==> src/lba_pkg.sv <==
package lba_pkg;

    localparam logic [1:0] ST_OK       = 2'd0;
    localparam logic [1:0] ST_FULL     = 2'd1;
    localparam logic [1:0] ST_NOSPACE  = 2'd2;
    localparam logic [1:0] ST_BADHDL   = 2'd3;

    localparam logic OP_ALLOC = 1'b0;
    localparam logic OP_FREE  = 1'b1;

    localparam logic [7:0] NULL_LINK = 8'hFF;

    typedef enum logic [7:0] {
        S_IDLE   = 8'b0000_0001,
        S_HSCAN  = 8'b0000_0010,
        S_BSCAN  = 8'b0000_0100,
        S_BLINK  = 8'b0000_1000,
        S_FREAD  = 8'b0001_0000,
        S_FWALK  = 8'b0010_0000,
        S_FFREE  = 8'b0100_0000,
        S_DONE   = 8'b1000_0000
    } t_state;

endpackage

==> src/linked_block_allocator.sv <==
// Allocate: the handle scan (S_HSCAN) checks one entry a cycle, then the block scan (S_BSCAN)
// checks one block a cycle, stopping in S_BLINK to write the link of each chained block; a
// refused allocate goes from S_HSCAN straight to S_DONE, which registers the o_done strobe.
// Free runs S_FREAD, then S_FWALK and S_FFREE per chain block; a bad handle ends after S_FREAD.
// Throughput: one request at a time; busy falls in the cycle that carries the result strobe.
// Reset: synchronous active-low i_rst_n clears busy marks (reserved blocks set), entry used
// bits and counters at once; links and entry fields are never read before they are written.
// The receiver cannot stall: o_done marks the single result cycle.
module linked_block_allocator #(
    parameter int BLOCK_BYTES     = 512,
    parameter int TOTAL_BLOCKS    = 128,
    parameter int HANDLE_ENTRIES  = 128,
    parameter int RESERVED_BLOCKS = 3
) (
    input  logic        i_clk,
    input  logic        i_rst_n,
    input  logic        start,
    output logic        busy,
    input  logic        i_opcode,
    input  logic [16:0] i_byte_count,
    input  logic [6:0]  i_free_handle,
    output logic        o_done,
    output logic [1:0]  o_status,
    output logic [6:0]  o_granted_handle,
    output logic [16:0] o_granted_bytes,
    output logic [6:0]  o_free_blocks,
    output logic [7:0]  o_alloc_count
);
    localparam int BW  = (TOTAL_BLOCKS > 1) ? $clog2(TOTAL_BLOCKS) : 1;
    localparam int HW  = (HANDLE_ENTRIES > 1) ? $clog2(HANDLE_ENTRIES) : 1;
    localparam int CW  = $clog2(TOTAL_BLOCKS + 1);
    localparam int HCW = $clog2(HANDLE_ENTRIES + 1);
    localparam int DATA_BLOCKS = (TOTAL_BLOCKS > RESERVED_BLOCKS) ?
                                 TOTAL_BLOCKS - RESERVED_BLOCKS : 0;
    localparam int SH  = $clog2(BLOCK_BYTES);

    lba_pkg::t_state r_state, n_state;

    logic [TOTAL_BLOCKS-1:0]   r_busy;
    logic [HANDLE_ENTRIES-1:0] r_used;

    logic [CW-1:0]  r_used_blocks;
    logic [HCW-1:0] r_live;
    logic           r_op;
    logic [17:0]    r_nblk;
    logic [CW-1:0]  r_got;
    logic [HW:0]    r_h;
    logic [BW:0]    r_i;
    logic [BW-1:0]  r_prev;
    logic [CW-1:0]  r_k;
    logic [CW-1:0]  r_flen;
    logic [1:0]     r_st;
    logic [HW-1:0]  r_gh;

    // link memory
    logic           l_we;
    logic [BW-1:0]  l_waddr, l_raddr;
    logic [7:0]     l_wdata, l_rdata;

    // entry first-block and length memories
    logic           e_first_we, e_len_we;
    logic [BW-1:0]  e_first_rdata;
    logic [CW-1:0]  e_len_rdata;
    logic [HW-1:0]  w_fh;

    assign w_fh = HW'(i_free_handle);

    lba_block_ram #(.DEPTH(TOTAL_BLOCKS), .AW(BW), .DW(8)) u_link (
        .i_clk  (i_clk),
        .i_we   (l_we),
        .i_waddr(l_waddr),
        .i_wdata(l_wdata),
        .i_raddr(l_raddr),
        .o_rdata(l_rdata)
    );

    logic [BW-1:0] w_ib;
    logic [HW-1:0] w_hb;
    assign w_ib = r_i[BW-1:0];
    assign w_hb = r_h[HW-1:0];

    lba_block_ram #(.DEPTH(HANDLE_ENTRIES), .AW(HW), .DW(BW)) u_first (
        .i_clk  (i_clk),
        .i_we   (e_first_we),
        .i_waddr(r_gh),
        .i_wdata(w_ib),
        .i_raddr(w_fh),
        .o_rdata(e_first_rdata)
    );

    lba_block_ram #(.DEPTH(HANDLE_ENTRIES), .AW(HW), .DW(CW)) u_len (
        .i_clk  (i_clk),
        .i_we   (e_len_we),
        .i_waddr(r_gh),
        .i_wdata(r_got),
        .i_raddr(w_fh),
        .o_rdata(e_len_rdata)
    );

    logic [17:0] w_nblk;
    logic [CW-1:0] w_freeb;
    assign w_nblk = (i_byte_count == '0) ? 18'd1 :
                    18'((({1'b0, i_byte_count}) + 18'(BLOCK_BYTES - 1)) >> SH);
    assign w_freeb = (r_used_blocks <= CW'(DATA_BLOCKS)) ?
                     CW'(DATA_BLOCKS) - r_used_blocks : '0;

    assign busy = !(r_state == lba_pkg::S_IDLE);

    always_comb begin
        n_state    = r_state;
        l_we       = 1'b0;
        l_waddr    = r_prev;
        l_wdata    = lba_pkg::NULL_LINK;
        l_raddr    = r_prev;
        e_first_we = 1'b0;
        e_len_we   = 1'b0;
        unique case (r_state)
            lba_pkg::S_IDLE:  if (start) n_state = (i_opcode == lba_pkg::OP_FREE) ?
                                  lba_pkg::S_FREAD : lba_pkg::S_HSCAN;
            lba_pkg::S_HSCAN: begin
                if (r_st != lba_pkg::ST_OK) n_state = lba_pkg::S_DONE;
                else if (!r_used[w_hb]) n_state = lba_pkg::S_BSCAN;
                else if (r_h == (HW+1)'(HANDLE_ENTRIES - 1)) n_state = lba_pkg::S_DONE;
            end
            lba_pkg::S_BSCAN: begin
                if (r_i >= (BW+1)'(TOTAL_BLOCKS) || 18'(r_got) == r_nblk) begin
                    n_state  = lba_pkg::S_DONE;
                    e_len_we = 1'b1;
                end else if (!r_busy[w_ib]) begin
                    l_we    = 1'b1;
                    l_waddr = w_ib;
                    l_wdata = lba_pkg::NULL_LINK;
                    if (r_got == '0) e_first_we = 1'b1;
                    else n_state = lba_pkg::S_BLINK;
                end
            end
            lba_pkg::S_BLINK: begin
                l_we    = 1'b1;
                l_waddr = r_prev;
                l_wdata = 8'(r_i - 1'b1);
                n_state = lba_pkg::S_BSCAN;
            end
            lba_pkg::S_FREAD: begin
                if (r_st != lba_pkg::ST_OK || e_len_rdata == '0) n_state = lba_pkg::S_DONE;
                else n_state = lba_pkg::S_FWALK;
            end
            lba_pkg::S_FWALK: begin
                l_raddr = r_prev;
                n_state = lba_pkg::S_FFREE;
            end
            lba_pkg::S_FFREE: begin
                l_we    = 1'b1;
                l_waddr = r_prev;
                l_wdata = lba_pkg::NULL_LINK;
                if (r_k == CW'(1) || l_rdata >= 8'(TOTAL_BLOCKS)) n_state = lba_pkg::S_DONE;
                else n_state = lba_pkg::S_FWALK;
            end
            lba_pkg::S_DONE:  n_state = lba_pkg::S_IDLE;
            default:          n_state = lba_pkg::S_IDLE;
        endcase
    end

    always_ff @(posedge i_clk) begin
        if (!i_rst_n) begin
            r_state       <= lba_pkg::S_IDLE;
            r_used        <= '0;
            r_used_blocks <= '0;
            r_live        <= '0;
            o_done        <= 1'b0;
            for (int b = 0; b < TOTAL_BLOCKS; b++) r_busy[b] <= (b < RESERVED_BLOCKS);
        end else begin
            r_state <= n_state;
            o_done  <= 1'b0;
            unique case (r_state)
                lba_pkg::S_IDLE: if (start) begin
                    r_op  <= i_opcode;
                    r_nblk <= w_nblk;
                    r_got <= '0;
                    r_h   <= '0;
                    r_i   <= (BW+1)'(RESERVED_BLOCKS);
                    r_gh  <= '0;
                    r_st  <= lba_pkg::ST_OK;
                    if (i_opcode == lba_pkg::OP_ALLOC) begin
                        if (r_live >= HCW'(HANDLE_ENTRIES)) r_st <= lba_pkg::ST_FULL;
                        else if (18'(w_freeb) < w_nblk) r_st <= lba_pkg::ST_NOSPACE;
                    end else begin
                        if (32'(i_free_handle) >= HANDLE_ENTRIES || !r_used[w_fh]) begin
                            r_st <= lba_pkg::ST_BADHDL;
                        end else begin
                            r_gh <= w_fh;
                        end
                    end
                end
                lba_pkg::S_HSCAN: if (r_st == lba_pkg::ST_OK) begin
                    if (!r_used[w_hb]) r_gh <= w_hb;
                    else if (r_h == (HW+1)'(HANDLE_ENTRIES - 1)) r_st <= lba_pkg::ST_FULL;
                    else r_h <= r_h + 1'b1;
                end
                lba_pkg::S_BSCAN: begin
                    if (r_i >= (BW+1)'(TOTAL_BLOCKS) || 18'(r_got) == r_nblk) begin
                        r_used[r_gh]   <= 1'b1;
                        r_used_blocks  <= r_used_blocks + r_got;
                        r_live         <= r_live + 1'b1;
                    end else begin
                        if (!r_busy[w_ib]) begin
                            r_busy[w_ib] <= 1'b1;
                            if (r_got == '0) r_prev <= w_ib;
                            r_got <= r_got + 1'b1;
                        end
                        r_i <= r_i + 1'b1;
                    end
                end
                lba_pkg::S_BLINK: r_prev <= BW'(r_i - 1'b1);
                // entry memories hold the chain head and length of the accepted handle
                lba_pkg::S_FREAD: if (r_st == lba_pkg::ST_OK) begin
                    r_prev <= e_first_rdata;
                    r_k    <= e_len_rdata;
                    r_flen <= e_len_rdata;
                    if (e_len_rdata == '0) begin
                        r_used[r_gh] <= 1'b0;
                        r_live       <= r_live - 1'b1;
                    end
                end
                lba_pkg::S_FWALK: ;
                lba_pkg::S_FFREE: begin
                    r_busy[r_prev] <= 1'b0;
                    r_prev <= BW'(l_rdata);
                    r_k    <= r_k - 1'b1;
                    if (r_k == CW'(1) || l_rdata >= 8'(TOTAL_BLOCKS)) begin
                        r_used[r_gh]  <= 1'b0;
                        r_live        <= r_live - 1'b1;
                        r_used_blocks <= (r_used_blocks >= r_flen) ?
                                         r_used_blocks - r_flen : '0;
                    end
                end
                lba_pkg::S_DONE: o_done <= 1'b1;
                default: ;
            endcase
        end
    end

    // result fields are taken from the registers settled by S_DONE
    always_ff @(posedge i_clk) begin
        if (r_state == lba_pkg::S_DONE) begin
            o_status         <= r_st;
            o_free_blocks    <= 7'(w_freeb);
            o_alloc_count    <= 8'(r_live);
            if (r_st == lba_pkg::ST_OK && r_op == lba_pkg::OP_ALLOC) begin
                o_granted_handle <= 7'(r_gh);
                o_granted_bytes  <= 17'(32'(r_got) << SH);
            end else begin
                o_granted_handle <= '0;
                o_granted_bytes  <= '0;
            end
        end
    end
endmodule

==> src/lba_block_ram.sv <==
module lba_block_ram #(
    parameter int DEPTH = 128,
    parameter int AW    = 7,
    parameter int DW    = 8
) (
    input  logic          i_clk,
    input  logic          i_we,
    input  logic [AW-1:0] i_waddr,
    input  logic [DW-1:0] i_wdata,
    input  logic [AW-1:0] i_raddr,
    output logic [DW-1:0] o_rdata
);
    logic [DW-1:0] r_mem [DEPTH];

    always_ff @(posedge i_clk) begin
        if (i_we) begin
            r_mem[i_waddr] <= i_wdata;
        end
        o_rdata <= r_mem[i_raddr];
    end
endmodule

==> config.mk <==
export PLATFORM = sky130hd
export DESIGN_NAME = linked_block_allocator
export DESIGN_NICKNAME = d
export VERILOG_FILES = /design/src/lba_pkg.sv /design/src/linked_block_allocator.sv /design/src/lba_block_ram.sv
export SDC_FILE = /design/constraint.sdc
export NUM_CORES = 2
export LEC_CHECK = 0
export BUFFER_PORTS_ARGS = -buffer_cell sky130_fd_sc_hd__buf_2
export CAP_MARGIN = 20
export CORE_MARGIN = 2
export CORE_UTILIZATION = 60
export DETAILED_ROUTE_END_ITERATION = 10
export PLACE_DENSITY_LB_ADDON = 0.3
export SETUP_SLACK_MARGIN = 0.02
export SLEW_MARGIN = 20
export SYNTH_ARGS = -nofsm -noshare
export SYNTH_HDL_FRONTEND = slang
export SYNTH_HIERARCHICAL = 1
export SYNTH_SLANG_ARGS = --single-unit
==> constraint.sdc <==
create_clock -name i_clk -period 16.1 [get_ports i_clk]
set_input_delay 0.805 -clock i_clk [delete_from_list [all_inputs] [get_ports i_clk]]
set_output_delay 0.805 -clock i_clk [all_outputs]
set_load 0.02 [all_outputs]
# Word level (Yosys, flattened, before mapping)
# Memory sizes are Yosys's and may differ from the RTL's. A register that Yosys moved wholly into a read port is not among the register bits.
# Index checks and enable logic that the tools add are counted.
[word_totals]
register_bits = 397
latch_bits = 0
ramBits = 2944
mem_bits_ro = 0
in_bits = 28
output_inout_bits = 43
elab_cells = 212
mem_count = 3
[op_classes]
add_sub_neg = 11
n_mul = 0
div_mod_pow = 0
order_cmp = 14
n_eq_ne = 27
n_shift = 0
mux = 95
n_bitwise = 7
reduce_logical = 33
[memory_table]
columns = ["memory", "depth", "width", "rd", "rd_clocked_by_memory_dff", "write_ports", "line", "text"]
rows = [
  ["u_len.r_mem", 128, 8, 1, 1, 1, "lba_block_ram.sv:13", "logic [DW-1:0] r_mem [DEPTH];"],
  ["u_link.r_mem", 128, 8, 1, 1, 1, "lba_block_ram.sv:13", ""],
  ["u_first.r_mem", 128, 7, 1, 1, 1, "lba_block_ram.sv:13", ""],
]
[ops]
columns = ["operator", "n"]
rows = [
  ["128-bit 2-to-1 mux", 6],
  ["128-bit case mux with 3 select lines", 1],
  ["128-bit AND", 2],
  ["128-bit inverter", 2],
  ["128-bit OR", 2],
  ["128-bit case mux with 2 select lines", 1],
  ["8-bit 2-to-1 mux", 27],
  ["7-bit 2-to-1 mux", 12],
  ["8-bit case mux with 2 select lines", 5],
  ["8-bit case mux with 7 select lines", 1],
  ["7-bit by 8-bit < comparator with 1-bit output (second input constant)", 5],
  ["8-bit by 1-bit adder with 8-bit output (second input constant)", 4],
  ["7-bit case mux with 4 select lines", 1],
  ["2-bit != test (second input constant)", 13],
  ["8-bit >= comparator (second input constant)", 3],
  ["8-bit case mux with 3 select lines", 1],
  ["8-bit by 1-bit subtractor with 8-bit output (second input constant)", 3],
  ["1-bit binary-select mux with 7-bit select", 3],
  ["1-bit demux with 7-bit select", 3],
  ["7-bit by 1-bit >= comparator with 1-bit output (second input constant)", 3],
  ["1-bit 2-to-1 mux", 21],
  ["17-bit by 9-bit adder with 18-bit output (second input constant)", 1],
  ["8-bit by 18-bit == test with 1-bit output", 1],
  ["6-bit AND reduction", 3],
  ["36 further kinds", 63],
]

# Logic depth before layout (Yosys ltp)
[logic_depth]
depth_word = 9
mapped_depth = 18
depth_no_buf = 13

# Cells and area by module
# The synthesis kept the hierarchy.
[modules_own_cells]
columns = ["mod", "instances", "cells_per_inst", "area_each_um2", "seq_area_each_um2"]
rows = [
  ["lba_block_ram (u_len ...)", 2, 1635, 39665.5, 30909.6],
  ["lba_block_ram (u_first)", 1, 1453, 34807.1, 27045.9],
  ["linked_block_allocator", 1, 2087, 20170.6, 8568.2],
]

# Worst setup path after synthesis
# No wires, ideal clock.
[synth_path]
kind = "register -> register"
from = "register r_i[0]"
to = "memory u_link.r_mem[102][0], enable pin"
setup_time_ns = 0.383
arrival_ns = 5.349
required_time_ns = 15.717
slack_ns = 10.368
path_stages_with_launch = 15
path_buffers = 4
synth_period_minus_slack_ns = 5.732
cell_sequence = "edfxtp_1 > buf_2 > buf_2 > mux2i_1 > o22ai_1 > o21ai_0 > a21boi_0 > a211oi_2 > nand3_2 > buf_2 > buf_2 > mux2_2 > nor2_1 > nand4_1 > nor3_1"
[synth_via]
word_cells_on_any_way = 12
classes_between = "1 x order compare; 10 x mux; 1 x reduce/logical"
[synth_lines]
columns = ["item", "line", "text"]
rows = [
  ["start, declared", "linked_block_allocator.sv:48", "logic [BW:0] r_i;"],
  ["start signal, assigned", "linked_block_allocator.sv:180", "r_i <= (BW+1)'(RESERVED_BLOCKS);"],
  ["start signal, assigned", "linked_block_allocator.sv:210", "r_i <= r_i + 1'b1;"],
  ["1-bit binary-select mux with 7-bit select", "linked_block_allocator.sv:129", "end else if (!r_busy[w_ib]) begin"],
  ["1-bit 2-to-1 mux (not written as such)", "linked_block_allocator.sv:129", ""],
  ["7-bit 2-to-1 mux", "linked_block_allocator.sv:129", ""],
  ["7-bit 2-to-1 mux (*)", "linked_block_allocator.sv:126", "if (r_i >= (BW+1)'(TOTAL_BLOCKS) || 18'(r_got) == r_nblk) begin"],
  ["7-bit 2-to-1 mux (*)", "linked_block_allocator.sv:117", "unique case (r_state)"],
  ["named net l_waddr[3]", "linked_block_allocator.sv:57", "logic [BW-1:0] l_waddr, l_raddr;"],
  ["end, declared", "lba_block_ram.sv:13", ""],
]
# Mark *: on every way through the listed nets, which the timed path passes. The rest lies on a longest branch. The select of a mux whose other input is x is not followed.

# Final worst setup path
[layout_path]
from = "register r_i[2]"
to = "memory u_link.r_mem[112][3], enable pin"
# Same word-level chain as after synthesis.

==> report_table.html <==
<table>
<tr><th>Metric</th><th>Value</th></tr>
<tr><th colspan="2">Critical path</th></tr>
<tr><td>Worst-path cell chain</td><td>buf_4 &gt; nor2_1 &gt; a22o_1 &gt; a211oi_1 &gt; o22ai_1 &gt; a211oi_2 &gt; nand3_2 &gt; nand2_1 &gt; o21ai_0 &gt; buf_4 &gt; nor2_1 &gt; nand2_1 &gt; nor2_1</td></tr>
<tr><td>CP max stage cell</td><td>sky130_fd_sc_hd__nor2_1</td></tr>
<tr><td>Type of element capturing the critical path</td><td>register</td></tr>
<tr><td>Biggest cell delay along the critical path</td><td>0.91 ns</td></tr>
<tr><td>Maximum net fanout on the critical path</td><td>59</td></tr>
<tr><td>CP Data Required Time</td><td>16.62 ns</td></tr>
<tr><td>Startpoint class of the critical path</td><td>register</td></tr>
<tr><td>Crit path DAT</td><td>between 7 and 8 ns</td></tr>
<tr><td>Critical path class</td><td>reg2reg</td></tr>
<tr><td>CP most frequent cell</td><td>sky130_fd_sc_hd__nor2_1</td></tr>
<tr><td>Delay-heaviest family, CP</td><td>simple AND/OR/NAND/NOR gates</td></tr>
<tr><td>Worst path bufs/invs</td><td>2</td></tr>
<tr><th colspan="2">STA</th></tr>
<tr><td>Count of final max-slew check failures</td><td>0</td></tr>
<tr><td>Unrepaired setup endpoints after global routing</td><td>no</td></tr>
<tr><td>Clock tree skew after final layout</td><td>roughly 0.075 ns</td></tr>
<tr><td>Hold Fails Final Rpt</td><td>0</td></tr>
<tr><td>Count of final setup violators</td><td>0</td></tr>
<tr><td>Sum of negative setup slack</td><td>0 ns</td></tr>
<tr><td>Worst setup margin</td><td>about 9.3 ns</td></tr>
<tr><td>Maximum frequency from static timing analysis</td><td>about 150 MHz</td></tr>
<tr><td>Pin slew with the least headroom to its limit</td><td>~1.3 ns</td></tr>
<tr><td>Max-Slew Margin vs Limit</td><td>around 15%</td></tr>
<tr><td>Time the final worst path needs with I/O delays and setup</td><td>6.79 ns</td></tr>
<tr><td>Final cycle utilization of the critical path</td><td>roughly 42%</td></tr>
<tr><th colspan="2">Synth</th></tr>
<tr><td>Number of register bits inferred by synthesis</td><td>approximately 3300</td></tr>
<tr><td>Ys Warns</td><td>6</td></tr>
<tr><td>EDFF count, synth</td><td>~3000</td></tr>
<tr><td>Combinational family with the most area after synthesis</td><td>multiplexers</td></tr>
<tr><td>Synth Cell Area</td><td>134000 um^2</td></tr>
<tr><td>Number of standard cells after synthesis</td><td>about 6800</td></tr>
<tr><td>Synthesized-area fraction occupied by adder cells</td><td>0.399%</td></tr>
<tr><td>Basic-gate share of the synthesized area counting and, or, nand and nor cells</td><td>3.67%</td></tr>
<tr><td>Netlist cell types</td><td>86</td></tr>
<tr><td>Most common library cells after synthesis</td><td>3042 x sky130_fd_sc_hd__edfxtp_1, 1045 x sky130_fd_sc_hd__mux4_2, 463 x sky130_fd_sc_hd__nor2_1</td></tr>
<tr><td>Cell taking the most area after synthesis</td><td>sky130_fd_sc_hd__edfxtp_1</td></tr>
<tr><td>Most instantiated library cell after synthesis</td><td>sky130_fd_sc_hd__edfxtp_1</td></tr>
<tr><td>Async set-or-reset flop fraction in the synthesized netlist</td><td>0%</td></tr>
<tr><td>Main flop type after synthesis</td><td>sky130_fd_sc_hd__edfxtp_1</td></tr>
<tr><td>Cells taking the most area after synthesis</td><td>sky130_fd_sc_hd__edfxtp_1 68%, sky130_fd_sc_hd__mux4_2 18%, sky130_fd_sc_hd__dfxtp_1 4.5%</td></tr>
<tr><td>Sequential cell area fraction in the yosys report</td><td>just over 70%</td></tr>
<tr><td>Compound-gate portion of the synthesized area</td><td>just over 3%</td></tr>
<tr><td>Mean cell area of the mapped netlist</td><td>19.7 um^2</td></tr>
<tr><td>Synth Area in XOR/XNOR</td><td>less than 1%</td></tr>
<tr><td>Multiplexer share of the synthesized area</td><td>a little under a fifth</td></tr>
<tr><td>Post-synth top area share</td><td>around two thirds</td></tr>
<tr><th colspan="2">Die</th></tr>
<tr><td>DIE WIDTH</td><td>477 um</td></tr>
<tr><td>I/O pins</td><td>71</td></tr>
<tr><td>Row cnt</td><td>roughly 170</td></tr>
<tr><td>Die footprint</td><td>228000 um^2</td></tr>
<tr><td>Vertical die dimension</td><td>roughly 480 um</td></tr>
<tr><td>Effective utilization at floorplan</td><td>60.4%</td></tr>
<tr><td>Core Area</td><td>222000 um^2</td></tr>
<tr><th colspan="2">Global routing</th></tr>
<tr><td>Wire length of the first global-routing pass</td><td>between 400 and 500 mm</td></tr>
<tr><td>Total gr overflow</td><td>0</td></tr>
<tr><td>Total global routing track utilization</td><td>approximately 29%</td></tr>
<tr><td>Number of antenna violations at the first check in global routing</td><td>9</td></tr>
<tr><td>Pin count of the biggest net entering global routing</td><td>145</td></tr>
<tr><td>Vias in the first global route</td><td>between 70000 and 80000</td></tr>
<tr><th colspan="2">Route</th></tr>
<tr><td>Initial DRC Count</td><td>10300</td></tr>
<tr><td>Number of vias in the routed layout</td><td>roughly 71000</td></tr>
<tr><td>Routed wire length</td><td>roughly 330 mm</td></tr>
<tr><td>Routed vias/inst</td><td>between 6 and 7</td></tr>
<tr><td>TritonRoute pass-1 iters</td><td>9</td></tr>
<tr><td>Count of unresolved DRC violations after routing</td><td>0</td></tr>
<tr><td>Detailed-route wire length per cell</td><td>32.5 um</td></tr>
<tr><td>Remaining antenna violation count after routing</td><td>0</td></tr>
<tr><th colspan="2">Clocking</th></tr>
<tr><td>CTS Hold Buffers Added</td><td>0</td></tr>
<tr><td>Number of buffers added by the clock tree synthesis step</td><td>around 340</td></tr>
<tr><td>Clock-pin slew on the worst setup and hold paths</td><td>around 0.060 ns</td></tr>
<tr><td>Root Buffer</td><td>sky130_fd_sc_hd__clkbuf_16</td></tr>
<tr><td>Post_cts resized</td><td>0</td></tr>
<tr><td>CTS tree</td><td>yes</td></tr>
<tr><td>Clock insertion delay at the later pin of the skew report</td><td>between 0.9 and 1 ns</td></tr>
<tr><td>Number of H-tree levels</td><td>5</td></tr>
<tr><td>Sinks on Clock Net</td><td>about 3300</td></tr>
<tr><td>Setup fix buffers added after clock tree synthesis</td><td>0</td></tr>
<tr><td>Maximum count of clock buffers along a single path</td><td>4</td></tr>
<tr><th colspan="2">Place</th></tr>
<tr><td>Number of placed instances, taps included</td><td>about 9600</td></tr>
<tr><td>HPWL Detailed</td><td>between 150 and 200 mm</td></tr>
<tr><td>I/O Buffers</td><td>61</td></tr>
<tr><td>Final weighted congestion of routability-driven global placement</td><td>0.872</td></tr>
<tr><td>Setup Slack @ Placement</td><td>9.70 ns</td></tr>
<tr><td>Placed Area</td><td>around 140000 um^2</td></tr>
<tr><th colspan="2">Pwr</th></tr>
<tr><td>Total design power</td><td>18100 uW</td></tr>
<tr><td>Pwr dens</td><td>roughly 120 nW/um^2</td></tr>
<tr><td>Worst supply voltage drop on vdd</td><td>around 0.11 mV</td></tr>
<tr><td>Combinational cell fraction of total power</td><td>around 4.3%</td></tr>
<tr><td>Sequential share of power</td><td>between 50% and 60%</td></tr>
<tr><td>Proportion of power drawn by the clock network</td><td>a little over two fifths</td></tr>
<tr><td>Internal power</td><td>approximately 14000 uW</td></tr>
<tr><td>Switching Share</td><td>a little over a fifth</td></tr>
<tr><td>Switching component of the power</td><td>3820 uW</td></tr>
<tr><td>Leakage component of the power</td><td>0.0497 uW</td></tr>
<tr><th colspan="2">Worst hold path</th></tr>
<tr><td>Classification of the worst-slack hold path</td><td>in2reg</td></tr>
<tr><th colspan="2">Cells and area</th></tr>
<tr><td>Total non-filler cell area in the finished layout</td><td>about 150000 um^2</td></tr>
<tr><td>Fraction of final layout cells with drive strength greater than 1</td><td>around a quarter</td></tr>
<tr><td>Fin nets</td><td>~7000</td></tr>
<tr><td>Finished Layout Cells</td><td>between 10000 and 15000</td></tr>
<tr><td>P&amp;R area growth vs syn</td><td>10.7%</td></tr>
<tr><th colspan="2">Job</th></tr>
<tr><td>Max-cap check violation count</td><td>0</td></tr>
<tr><th colspan="2">Run status</th></tr>
<tr><td>Outcome</td><td>finished, final reports clean</td></tr>
</table>
-- layout make-up --
cell class,instances,area (um^2)
fillers,13600,73700
well taps,2975,3720
multi-input cells,2989,34900
diodes,3,7.51
clock inverters,182,1930
repair buffers,204,1530
inverters,46,175
clock buffers,409,8890
flip-flops and latches,3346,97400
-- flip-flops by register name, indices dropped and copies added, names as in the netlist, 9 cells and up, named ones only --
name and cells:
u_link/r_mem 1024, u_len/r_mem 1024, r_nblk 9, u_first/r_mem 896
r_busy 128
-- layer usage --
metal  routed length (um)  GRT usage (%)  up-vias
met5                   72              0        -
met4                11800           9.72       10
met3                34900           5.69      708
met2               161000           46.0     4855
met1               122000           41.1    37100
li1                     -              -    28300
-- cells by family (layout without fill, tap and decap cells) --
| family | count (synthesis) | count (layout) |
|---|---|---|
| flip-flops | 3346 | 3346 |
| multiplexers | 1143 | 1143 |
| AND/OR/NAND/NOR | 1029 | 1029 |
| AO/OA/AOI/OAI | 702 | 702 |
| buffers and inverters | 483 | 841 |
| XOR/XNOR | 65 | 65 |
| adder cells (fa/ha/maj) | 41 | 41 |
| other | 1 | 12 |
-- worst paths after layout --
check                 start              endpoint  slack (ns)  cells past startpoint
setup / recovery     r_i[2]  u_link/r_mem[112][3]        9.31                     13
hold reg to reg   r_busy[5]             r_busy[5]        0.46                      2
hold / removal     i_opcode            r_state[4]        0.17                      3
setup reg to reg     r_i[2]  u_link/r_mem[112][3]        9.31                     13
-- cells in the final DEF (no fill, tap or decap), types with 57 or more instances in the layout --
| cell type | instances |
|---|---|
| sky130_fd_sc_hd__edfxtp_1 | 3042 |
| sky130_fd_sc_hd__mux4_2 | 1045 |
| sky130_fd_sc_hd__nor2_1 | 461 |
| sky130_fd_sc_hd__clkbuf_16 | 344 |
| sky130_fd_sc_hd__dfxtp_1 | 304 |
| sky130_fd_sc_hd__o21ai_0 | 285 |
| sky130_fd_sc_hd__a21oi_1 | 166 |
| sky130_fd_sc_hd__buf_4 | 132 |
| sky130_fd_sc_hd__o211ai_1 | 122 |
| sky130_fd_sc_hd__nand2_1 | 117 |
| sky130_fd_sc_hd__nand3_1 | 107 |
| sky130_fd_sc_hd__or3_1 | 105 |
| sky130_fd_sc_hd__mux2i_1 | 63 |
| sky130_fd_sc_hd__clkbuf_1 | 61 |
| sky130_fd_sc_hd__clkinv_1 | 57 |
-- worst reg2reg max path: stages (launching register included) --
cell and delay (ns):
sky130_fd_sc_hd__edfxtp_1 0.72, sky130_fd_sc_hd__buf_4 0.79, sky130_fd_sc_hd__nor2_1 0.23, sky130_fd_sc_hd__a22o_1 0.31, sky130_fd_sc_hd__a211oi_1 0.31, sky130_fd_sc_hd__o22ai_1 0.15, sky130_fd_sc_hd__a211oi_2 0.42, sky130_fd_sc_hd__nand3_2 0.71
sky130_fd_sc_hd__nand2_1 0.25, sky130_fd_sc_hd__o21ai_0 0.30, sky130_fd_sc_hd__buf_4 0.29, sky130_fd_sc_hd__nor2_1 0.21, sky130_fd_sc_hd__nand2_1 0.77, sky130_fd_sc_hd__nor2_1 0.92
-- power by group through the flow --
stage / clock [uW] / sequential, uW / combinational [uW]
floorplan: 0 / 9830 / 407
global placement: 0 / 9750 / 754
detailed placement: 0 / 9750 / 775
CTS: 7870 / 9570 / 782
global route: 8180 / 9570 / 823
finish: 7790 / 9570 / 785
-- stage by stage --
stage	hold slack [ns]	utilization, %
CTS	0.118	66.8
global route	0.179	66.9
finish	0.171	66.9
floorplan	0.421	-
global placement	0.443	61.9
detailed placement	0.439	62.0
No activity file was read; power rests on OpenSTA's default activity.
